<file path="src/sv/gnd_pkg.sv">
// Shared types and constants for the note dispenser chain.
package gnd_pkg;

	localparam int STOCK_BITS    = 12;
	localparam int AMOUNT_BITS   = 20;
	localparam int AMT_PORT_BITS = 20;
	localparam int COUNT_BITS    = 12;
	localparam int TAKEN_BITS    = 12;
	localparam int SHORT_BITS    = 20;
	localparam int NOTE_BITS     = 10;
	localparam int NUM_CELLS     = 4;
	localparam int CELL_IDX_BITS = $clog2(NUM_CELLS);
	localparam int WIDE_BITS     = AMOUNT_BITS + STOCK_BITS + NOTE_BITS;

	localparam logic [STOCK_BITS-1:0] STOCK_MAX = {STOCK_BITS{1'b1}};

	// Note values, largest first; cell k serves NOTE_VALUE[k]
	localparam logic [NOTE_BITS-1:0] NOTE_VALUE [NUM_CELLS] = '{
		NOTE_BITS'(1000), NOTE_BITS'(500), NOTE_BITS'(200), NOTE_BITS'(100)
	};

	// floor(2^AMOUNT_BITS / value): the estimated quotient is low by at most one
	localparam logic [AMOUNT_BITS-1:0] NOTE_RECIP [NUM_CELLS] = '{
		AMOUNT_BITS'((64'd1 << AMOUNT_BITS) / 64'd1000),
		AMOUNT_BITS'((64'd1 << AMOUNT_BITS) / 64'd500),
		AMOUNT_BITS'((64'd1 << AMOUNT_BITS) / 64'd200),
		AMOUNT_BITS'((64'd1 << AMOUNT_BITS) / 64'd100)
	};

	typedef enum logic {
		OP_WITHDRAW = 1'b0,
		OP_REFILL   = 1'b1
	} op_t;

	// One transaction as it travels down the chain
	typedef struct packed {
		op_t                                   op;
		logic [CELL_IDX_BITS-1:0]              denom;
		logic [COUNT_BITS-1:0]                 count;
		logic [AMOUNT_BITS-1:0]                rem;
		logic [NUM_CELLS-1:0][STOCK_BITS-1:0]  taken;
	} item_t;

endpackage

</file>
<file path="src/sv/gnd_cell.sv">
// One denomination cell: holds its note stock and serves each passing transaction.
module gnd_cell import gnd_pkg::*; (
	input  logic                     clk,
	input  logic                     arst_n,
	input  logic [CELL_IDX_BITS-1:0] cell_idx,
	input  logic                     in_vld,
	output logic                     in_rdy,
	input  item_t                    in_item,
	output logic                     out_vld,
	input  logic                     out_rdy,
	output item_t                    out_item
);

	logic [NOTE_BITS-1:0]              note;
	logic [AMOUNT_BITS-1:0]            recip;
	logic [2*AMOUNT_BITS-1:0]          prod;
	logic [AMOUNT_BITS+NOTE_BITS-1:0]  qd;
	logic [STOCK_BITS+NOTE_BITS-1:0]   sd;
	logic                              rdy_s1;
	logic                              rdy_s2;
	logic                              load_s1;
	logic                              load_s2;
	logic                              vld_s1;
	logic                              vld_s2;
	item_t                             item_s1;
	item_t                             item_s2;
	logic [AMOUNT_BITS-1:0]            q0_s1;
	logic [STOCK_BITS-1:0]             stock_q;
	logic [WIDE_BITS-1:0]              a_w;
	logic [WIDE_BITS-1:0]              d_w;
	logic [WIDE_BITS-1:0]              q0_w;
	logic [WIDE_BITS-1:0]              r0_w;
	logic [WIDE_BITS-1:0]              q_w;
	logic [WIDE_BITS-1:0]              r_w;
	logic [WIDE_BITS-1:0]              stk_w;
	logic [WIDE_BITS-1:0]              take_w;
	logic [WIDE_BITS-1:0]              left_w;
	logic [WIDE_BITS-1:0]              sum_w;
	logic [STOCK_BITS-1:0]             stock_d;
	item_t                             item_d;

	assign note  = NOTE_VALUE[cell_idx];
	assign recip = NOTE_RECIP[cell_idx];

	// Advance each stage when it is empty or its successor takes its contents
	assign rdy_s2  = !vld_s2 || out_rdy;
	assign rdy_s1  = !vld_s1 || rdy_s2;
	assign in_rdy  = rdy_s1;
	assign load_s1 = in_vld && rdy_s1;
	assign load_s2 = vld_s1 && rdy_s2;

	// Estimate the quotient with a reciprocal multiply
	assign prod = {{AMOUNT_BITS{1'b0}}, in_item.rem} * {{AMOUNT_BITS{1'b0}}, recip};

	always_ff @(posedge clk or negedge arst_n) begin
		if (!arst_n) begin
			vld_s1 <= 1'b0;
		end else if (rdy_s1) begin
			vld_s1 <= in_vld;
		end
	end

	always_ff @(posedge clk) begin
		if (load_s1) begin
			item_s1 <= in_item;
			q0_s1   <= prod[2*AMOUNT_BITS-1:AMOUNT_BITS];
		end
	end

	// Value of the estimated notes and of the whole stock, side by side
	assign qd = {{NOTE_BITS{1'b0}}, q0_s1} * {{AMOUNT_BITS{1'b0}}, note};
	assign sd = {{NOTE_BITS{1'b0}}, stock_q} * {{STOCK_BITS{1'b0}}, note};

	// Correct the quotient, clamp it to the stock and update the stock;
	// a short stock pays out all it has and the rest passes on
	always_comb begin
		a_w    = WIDE_BITS'(item_s1.rem);
		d_w    = WIDE_BITS'(note);
		q0_w   = WIDE_BITS'(q0_s1);
		r0_w   = a_w - WIDE_BITS'(qd);
		q_w    = (r0_w >= d_w) ? q0_w + WIDE_BITS'(1) : q0_w;
		r_w    = (r0_w >= d_w) ? r0_w - d_w : r0_w;
		stk_w  = WIDE_BITS'(stock_q);
		take_w = (q_w < stk_w) ? q_w : stk_w;
		left_w = (q_w < stk_w) ? r_w : a_w - WIDE_BITS'(sd);
		sum_w  = stk_w + WIDE_BITS'(item_s1.count);
		item_d = item_s1;
		stock_d = stock_q;
		item_d.taken = {item_s1.taken[NUM_CELLS-2:0], {STOCK_BITS{1'b0}}};
		unique case (item_s1.op)
			OP_WITHDRAW: begin
				stock_d      = STOCK_BITS'(stk_w - take_w);
				item_d.rem   = AMOUNT_BITS'(left_w);
				item_d.taken = {item_s1.taken[NUM_CELLS-2:0], STOCK_BITS'(take_w)};
			end
			OP_REFILL: begin
				if (item_s1.denom == cell_idx) begin
					stock_d = (sum_w > WIDE_BITS'(STOCK_MAX)) ? STOCK_MAX
						: STOCK_BITS'(sum_w);
				end
			end
			default: begin
				stock_d = stock_q;
			end
		endcase
	end

	always_ff @(posedge clk or negedge arst_n) begin
		if (!arst_n) begin
			vld_s2  <= 1'b0;
			stock_q <= '0;
		end else begin
			if (rdy_s2) begin
				vld_s2 <= vld_s1;
			end
			if (load_s2) begin
				stock_q <= stock_d;
			end
		end
	end

	always_ff @(posedge clk) begin
		if (load_s2) begin
			item_s2 <= item_d;
		end
	end

	assign out_vld  = vld_s2;
	assign out_item = item_s2;

endmodule

</file>
<file path="src/sv/greedy_note_dispenser.sv">
// Top level of the note dispenser: four denomination cells and the result register.
//
// Request channel (req_valid / req_stall) carries operation, amount, denomination
// and note_count. A withdraw transaction walks the cells 1000, 500, 200, 100 in
// that order; each takes as many notes as fit, limited by its stock. A refill
// transaction adds note_count to one stock, saturating at the stock maximum, and
// returns an all-zero result.
// Response channel (rsp_valid / rsp_stall) carries the four taken counts, the
// shortfall and short_flag, one result per request, in request order.
// A result passes two register stages in each of the four cells, then the
// output register, on its way to the response ports. While the receiver does
// not stall, one transaction per cycle enters; each cell's stock is read and
// written in its last stage, so a transaction follows its predecessor directly.
// Reset empties all four stocks and the pipeline.
// When the receiver stalls, the result holds on the ports; the chain keeps
// filling its empty stages and raises req_stall only once every stage is full.
module greedy_note_dispenser import gnd_pkg::*; (
	input  logic                     clk,
	input  logic                     arst_n,
	input  logic                     req_valid,
	output logic                     req_stall,
	input  logic                     operation,
	input  logic [AMT_PORT_BITS-1:0] amount,
	input  logic [1:0]               denomination,
	input  logic [COUNT_BITS-1:0]    note_count,
	output logic                     rsp_valid,
	input  logic                     rsp_stall,
	output logic [TAKEN_BITS-1:0]    taken_thousands,
	output logic [TAKEN_BITS-1:0]    taken_five_hundreds,
	output logic [TAKEN_BITS-1:0]    taken_two_hundreds,
	output logic [TAKEN_BITS-1:0]    taken_hundreds,
	output logic [SHORT_BITS-1:0]    shortfall,
	output logic                     short_flag
);

	logic  [NUM_CELLS:0] vld;
	logic  [NUM_CELLS:0] rdy;
	item_t               item [NUM_CELLS+1];
	logic                out_vld_q;
	logic                out_load;

	// Build the entry transaction; a refill enters with nothing to pay out
	always_comb begin
		item[0].op    = op_t'(operation);
		item[0].denom = CELL_IDX_BITS'(denomination);
		item[0].count = note_count;
		item[0].rem   = (op_t'(operation) == OP_REFILL) ? '0 : AMOUNT_BITS'(amount);
		item[0].taken = '0;
	end

	assign vld[0]    = req_valid;
	assign req_stall = !rdy[0];

	for (genvar k = 0; k < NUM_CELLS; k++) begin : g_cell
		gnd_cell u_cell (
			.clk      (clk),
			.arst_n   (arst_n),
			.cell_idx (CELL_IDX_BITS'(k)),
			.in_vld   (vld[k]),
			.in_rdy   (rdy[k]),
			.in_item  (item[k]),
			.out_vld  (vld[k+1]),
			.out_rdy  (rdy[k+1]),
			.out_item (item[k+1])
		);
	end

	// Hold the result until the receiver takes it
	assign rdy[NUM_CELLS] = !out_vld_q || !rsp_stall;
	assign out_load       = vld[NUM_CELLS] && rdy[NUM_CELLS];

	always_ff @(posedge clk or negedge arst_n) begin
		if (!arst_n) begin
			out_vld_q <= 1'b0;
		end else if (rdy[NUM_CELLS]) begin
			out_vld_q <= vld[NUM_CELLS];
		end
	end

	// The first cell's count has been shifted to the top of the taken array
	always_ff @(posedge clk) begin
		if (out_load) begin
			taken_thousands     <= TAKEN_BITS'(item[NUM_CELLS].taken[3]);
			taken_five_hundreds <= TAKEN_BITS'(item[NUM_CELLS].taken[2]);
			taken_two_hundreds  <= TAKEN_BITS'(item[NUM_CELLS].taken[1]);
			taken_hundreds      <= TAKEN_BITS'(item[NUM_CELLS].taken[0]);
			shortfall           <= SHORT_BITS'(item[NUM_CELLS].rem);
			short_flag          <= (item[NUM_CELLS].rem != '0);
		end
	end

	assign rsp_valid = out_vld_q;

endmodule

</file>
<file path="config.mk">
export PLATFORM = sky130hd
export DESIGN_NAME = greedy_note_dispenser
export DESIGN_NICKNAME = d
export VERILOG_FILES = /design/src/sv/gnd_pkg.sv /design/src/sv/gnd_cell.sv /design/src/sv/greedy_note_dispenser.sv
export SDC_FILE = /design/constraint.sdc
export NUM_CORES = 2
export LEC_CHECK = 0
export ABC_AREA = 1
export BUFFER_PORTS_ARGS = -buffer_cell sky130_fd_sc_hd__buf_4
export CAP_MARGIN = 40
export CORE_ASPECT_RATIO = 0.8
export CORE_MARGIN = 1
export CORE_UTILIZATION = 47
export CTS_CLUSTER_SIZE = 8
export DETAILED_ROUTE_END_ITERATION = 10
export SYNTH_ARGS = -nofsm -noshare
export SYNTH_HDL_FRONTEND = slang
export SYNTH_SLANG_ARGS = --single-unit
</file>
<file path="constraint.sdc">
create_clock -name clk -period 26.8 [get_ports clk]
set_input_delay 2.68 -clock clk [delete_from_list [all_inputs] [get_ports clk]]
set_output_delay 2.68 -clock clk [all_outputs]
set_load 0.01 [all_outputs]
</file>
Word-level counts from Yosys, hierarchy flattened
Cells that the tools add are included.

operators by class
  add/subtract/negate cells = 24
  multiply operators = 12
  div/mod/pow operators = 0
  magnitude comparators = 12
  equality and inequality tests = 7
  shift-type cells = 0
  multiplexer cells = 33
  bitwise operators = 4
  reduce and logical (&&, ||, !) cells = 35

operator list
  cell                                                                                number
  68-bit 2-to-1 mux                                                                   4
  20-bit 2-to-1 mux                                                                   9
  42-bit by 12-bit greater-than comparator with 1-bit output (second input constant)  4
  42-bit by 12-bit less-than comparator with 1-bit output                             4
  12-bit 2-to-1 mux                                                                   12
  12-bit case mux with 2 select lines                                                 4
  20-bit by 1-bit adder with 21-bit output (second input constant)                    4
  21-bit 2-to-1 mux                                                                   4
  20-bit subtractor                                                                   4
  20-bit by 12-bit multiplier with 32-bit output (second input constant)              2
  20-bit by 7-bit multiplier with 27-bit output (second input constant)               2
  12-bit by 12-bit adder with 13-bit output                                           4
  20-bit by 5-bit multiplier with 25-bit output (second input constant)               2
  12-bit subtractor                                                                   4
  42-bit by 10-bit >= comparator with 1-bit output (second input constant)            1
  42-bit by 7-bit >= comparator with 1-bit output (second input constant)             1
  42-bit by 8-bit >= comparator with 1-bit output (second input constant)             1
  42-bit by 9-bit >= comparator with 1-bit output (second input constant)             1
  12-bit by 5-bit multiplier with 17-bit output (second input constant)               2
  20-bit by 14-bit multiplier with 34-bit output (second input constant)              1
  20-bit by 30-bit subtractor with 31-bit output                                      1
  20-bit by 29-bit subtractor with 30-bit output                                      1
  20-bit by 28-bit subtractor with 29-bit output                                      1
  20-bit by 8-bit multiplier with 28-bit output (second input constant)               1
  other kinds (17)                                                                    53

storage, ports and cells
  flip-flop bits (word level) = 735
  bits in latches = 0
  bits in writable memories = 0
  bits in read-only memories = 0
  bits of input ports = 39
  logic and storage cells = 201
  memories kept = 0

Longest topological paths before layout
  depth after elaboration = 11
  mapped depth = 63

Cells and area by module
Synthesis repeated with hierarchy kept, for this count alone.

second synthesis, totals
  cell total of the unflattened synthesis = 12609
  area, all modules = 108602.9 um^2

by module, submodules not included
  module                        times used  cells each  area each (um^2)  sequential area each (um^2)
  gnd_cell at g_cell[1].u_cell  1           3121        26688.1           5485.3
  gnd_cell at g_cell[2].u_cell  1           3128        26669.3           5485.3
  gnd_cell at g_cell[0].u_cell  1           3138        26532.9           5485.3
  gnd_cell at g_cell[3].u_cell  1           3085        26356.5           5485.3
  greedy_note_dispenser         1           137         2356.0            2097.0

Least setup slack after synthesis
No wires, ideal clock.

  path type = register -> register
  start point = register g_cell[0].u_cell.q0_s1[0]
  end point = register g_cell[0].u_cell.stock_q[10]
  data arrival time = 9.192 ns
  setup slack = 17.521 ns
  cell stages (with the launch flop) = 57
  path buffers = 2
  clock period less this slack = 9.279 ns
  cells stage by stage = edfxtp_1 > fa_1 > fa_1 > inv_1 > fa_1 > fa_1 > inv_1 > ha_1 > nand2_1 > o21ai_1 > a21oi_1 > o21ai_1 > a21oi_1 > o21bai_1 > a21oi_1 > o21bai_1 > a21oi_1 > o21ai_0 > [... 21 more ...] > buf_8 > nand2_1 > nand2_1 > inv_1 > ha_1 > fa_1 > o21ai_0 > a21oi_1 > o21bai_1 > nand2_1 > nand2_1 > a21oi_1 > o21bai_1 > a21o_1 > o21ai_0 > a21oi_1 > nor2_1 > a22oi_1

between the ends
  cells in the longest elaborated chain, start to end = 8
  elaborated cells on any way between the ends = 9

ends and longest elaborated chain
  what                                                     RTL line         text
  start: declaration                                       gnd_cell.sv:27   logic [AMOUNT_BITS-1:0] q0_s1;
  start signal: assignment                                 gnd_cell.sv:66   q0_s1 <= prod[2*AMOUNT_BITS-1:AMOUNT_BITS];
  20-bit by 7-bit multiplier with 27-bit output            gnd_cell.sv:71   assign qd = {{NOTE_BITS{1'b0}}, q0_s1} * {{AMOUNT_BITS{1'b0}}, note};
  20-bit by 30-bit subtractor with 31-bit output           gnd_cell.sv:80   r0_w = a_w - WIDE_BITS'(qd);
  42-bit by 10-bit >= comparator with 1-bit output         gnd_cell.sv:81   q_w = (r0_w >= d_w) ? q0_w + WIDE_BITS'(1) : q0_w;
  21-bit 2-to-1 mux *                                      gnd_cell.sv:81
  42-bit by 12-bit less-than comparator with 1-bit output  gnd_cell.sv:84   take_w = (q_w < stk_w) ? q_w : stk_w;
  12-bit 2-to-1 mux *                                      gnd_cell.sv:84
  net g_cell[0].u_cell.take_w[0]                           gnd_cell.sv:36   logic [WIDE_BITS-1:0] take_w;
  12-bit subtractor *                                      gnd_cell.sv:92   stock_d = STOCK_BITS'(stk_w - take_w);
  12-bit case mux with 2 select lines *                    gnd_cell.sv:90   unique case (item_s1.op)
  end signal: assignment                                   gnd_cell.sv:117  stock_q <= stock_d;
  end: declaration                                         gnd_cell.sv:28   logic [STOCK_BITS-1:0] stock_q;

Mark *: on every way through the listed nets, which the timed path passes. The rest lies on a longest branch.
A chain may end at the register's enable or synchronous reset.

Worst setup path after layout
  start point = register g_cell[0].u_cell.q0_s1[0]
  end point = register g_cell[0].u_cell.stock_q[11]

between the ends
  cells in the longest elaborated chain, start to end = 8
  elaborated cells on any way between the ends = 9

ends and longest elaborated chain
  what                                                     RTL line
  20-bit by 7-bit multiplier with 27-bit output            gnd_cell.sv:71
  20-bit by 30-bit subtractor with 31-bit output           gnd_cell.sv:80
  42-bit by 10-bit >= comparator with 1-bit output         gnd_cell.sv:81
  21-bit 2-to-1 mux *                                      gnd_cell.sv:81
  42-bit by 12-bit less-than comparator with 1-bit output  gnd_cell.sv:84
  12-bit 2-to-1 mux *                                      gnd_cell.sv:84
  12-bit subtractor *                                      gnd_cell.sv:92
  12-bit case mux with 2 select lines *                    gnd_cell.sv:90

Every way passes the cells marked *; elsewhere a longest branch is shown, timed or not.

==> flow_summary.ini <==
[synth]
synth_top_area_cell = edfxtp_1
synth_cells = 6226
synthFlopType = edfxtp_1
syn_avg_cell_area_um2 = 9.69
synth_edf_count = 576
async_reset_ff_frac = 0.0900
synth_seq_cells = 633
yosysTopAreaCellShare = 0.287
ys_warn_count = 0
synth_nets = 7698
netlist_area_mm2 = 0.0603
yosys.cell_types.count = 70
synth_area_leaders = edfxtp_1 (29%), ha_1 (21%), fa_1 (14%), inv_1 (7.6%), nand2_1 (5.1%)
ys_seq_area_frac = 0.310
yosysMostFrequentCell = inv_1
synth_commonest_cells = inv_1 (1220), ha_1 (1023), nand2_1 (827), edfxtp_1 (576), a21oi_1 (414)

[placement]
dp_hpwl_um = 117000
port_buffers = 109
place_congestion = 0.935

[global_routing]
antenna_found_initial = 2
grt_start_max_net_pins = 63
grt_pass1_wl_um = 229000
grt_overflow_total = 0
grt_pass1_vias = 41600
grt_use_total = 0.225

[min_path]
hp-class = reg -> reg

[detailed_routing]
vias = 42100
drc = 0
drt-initial-drc-count = 2883
ant_nets = 0
wl_um = 143000
via_per_inst = 5.18
wl_per_cell_um = 17.6
first_pass_iters = 6

[setup_path]
crit_arrival_ps = 11360
end_kind = flop
crit_required_ps = 27370
crit_top_cell = a21oi_1
worstPathMaxFanout = 38
crit_slowest_cell = fa_1
cpPeakStageDelay_ps = 580
crit_type = reg -> reg
worstSetupStartpointType = flop

[final_layout]
antenna_cells = 0
fin_nets = 7866
drive_above_1_share = 0.0538
area_growth_pct = 9.29

[run]
cap_violations = 0

[clock_tree]
cts_setup_buffers = 0
cts_tree = done
cts_buffers = 91
root_buffer = clkbuf_16
clk_path_buf_depth = 3
cts.repair.resized = 0
ctsHoldBuffers = 0
clock-sinks = 633
cts-htree-levels = 3
clk_pin_slew_ps = 60
insertion_delay_ps = 700

[run_status]
outcome = completed

[timing]
timing.final.crit_period_ps = 10780
rsz0062_at_grt = no
fin_skew_ps = 53.0
finalCritPeriodShare = 0.402
hold_violations = 0
slew_headroom = 0.422
tns_ps = 0
fmax_mhz = 92.7
slew_viol_final = 0
setup_viol = 0
worst_slew_pin_slew_ps = 866

[floorplan]
die_y_um = 322
dieArea_mm2 = 0.130
die_w_um = 402
start_util = 0.474
coreArea_mm2 = 0.127
num_io_pins = 110
core.rowCount = 117
routing by layer:
layer  global-route usage  vias to the layer above  routed length (um)
met5                    0                        -                   0
met4               0.0539                        0                3260
met3               0.0290                      177                7210
met2                0.348                      896               61700
met1                0.333                    20000               71100
li1                     -                    21000                   -
critical path, delay by kind of cell (launching register included):
kind	cells	cell delay [ps]
XOR/XNOR	4	640
buffers and inverters	5	290
AND/OR/NAND/NOR	15	2090
flip-flops	1	540
AO/OA/AOI/OAI	23	3700
adder cells (fa/ha/maj)	8	3380
final cells by class:
type,instances,area (um2)
inverters,1227,4610
clock inverters,9,118
fillers,11500,61300
repair buffers,137,1130
multi-input cells,4304,36700
flip-flops and latches,633,18700
well taps,1666,2080
clock buffers,145,2550
kinds of logic (layout without fill, tap and decap cells):
logic type / Yosys count / in the layout / share of synthesized area
simple gates: 1524 / 1524 / 0.109
xor+xnor: 405 / 405 / 0.0599
flops: 633 / 633 / 0.310
buf+inv: 1289 / 1518 / 0.0817
mux: 2 / 2 / 0.000332
compound gates: 940 / 940 / 0.0898
fa+ha+maj: 1433 / 1433 / 0.348
final timing paths:
kind | cells past startpoint | start | to | slack [ps]
max | 55 | g_cell[0].u_cell.q0_s1[0]$_DFFE_PP_ | g_cell[0].u_cell.stock_q[11]$_DFFE_PN0P_ | 16020
min | 0 | g_cell[1].u_cell.out_item[7]$_SDFFCE_PP0P_ | g_cell[2].u_cell.item_s1[7]$_DFFE_PP_ | 390
max reg2reg | 55 | g_cell[0].u_cell.q0_s1[0]$_DFFE_PP_ | g_cell[0].u_cell.stock_q[11]$_DFFE_PN0P_ | 16020
min reg2reg | 0 | g_cell[1].u_cell.out_item[7]$_SDFFCE_PP0P_ | g_cell[2].u_cell.item_s1[7]$_DFFE_PP_ | 390
max in group asynchronous | 2 | arst_n | g_cell[1].u_cell.stock_q[1]$_DFFE_PN0P_ | 24420
min in group asynchronous | 1 | arst_n | g_cell[0].u_cell.stock_q[6]$_DFFE_PN0P_ | 1830
placed cells by master (no fill, tap or decap), drive strengths merged, types with 2 or more instances in the layout:
| cell type | n |
|---|---|
| clkinv | 7 |
| nand3b | 21 |
| o21bai | 81 |
| a31oi | 23 |
| or2 | 10 |
| ha | 1023 |
| a21oi | 419 |
| nor3 | 37 |
| o31ai | 10 |
| o211ai | 26 |
| o2111ai | 3 |
| o21a | 12 |
| o21ai | 279 |
| inv | 1228 |
| edfxtp | 576 |
| and3 | 4 |
| mux2i | 2 |
| a21boi | 10 |
| fa | 410 |
| o221ai | 12 |
| a21o | 29 |
| clkbuf | 146 |
| nand3 | 203 |
| nand2 | 851 |
| a211oi | 14 |
| nor2 | 300 |
| and2 | 13 |
| a2111oi | 2 |
| nand4 | 72 |
| dfrtp | 57 |
| xor2 | 302 |
| a22oi | 10 |
| xnor2 | 103 |
| o221a | 4 |
| buf | 136 |
| nor4 | 12 |
metrics by stage:
stage | utilization | setup slack, ps | instances | hold WS [ps] | area (um2)
final | 0.518 | 16020 | 8121 | 387 | 65900
after global routing | 0.518 | 14950 | 8121 | 387 | 65900
after CTS | 0.518 | 15900 | 8119 | 380 | 65900
after detailed placement | 0.497 | 16000 | 7965 | 405 | 63200
after global placement | 0.496 | 16140 | 7959 | 401 | 63100
after floorplan | - | 17520 | 6226 | 400 | 60300
state kept, by name, summed over array words and instances, names as in the netlist:
name                    flops
g_cell.u_cell.vld_s1        4
g_cell.u_cell.a_w          80
g_cell.u_cell.out_item    245
taken_five_hundreds        12
g_cell.u_cell.item_s1      72
taken_hundreds             12
taken_two_hundreds         12
shortfall                  20
rsp_valid                   1
g_cell.u_cell.item_d       60
g_cell.u_cell.out_vld       4
short_flag                  1
taken_thousands            12
g_cell.u_cell.stock_q      48
g_cell.u_cell.q0_s1        50
Power is left out: the tool's default activity adds up to more than one toggle a clock period on the data nets, which glitch-free logic cannot reach.
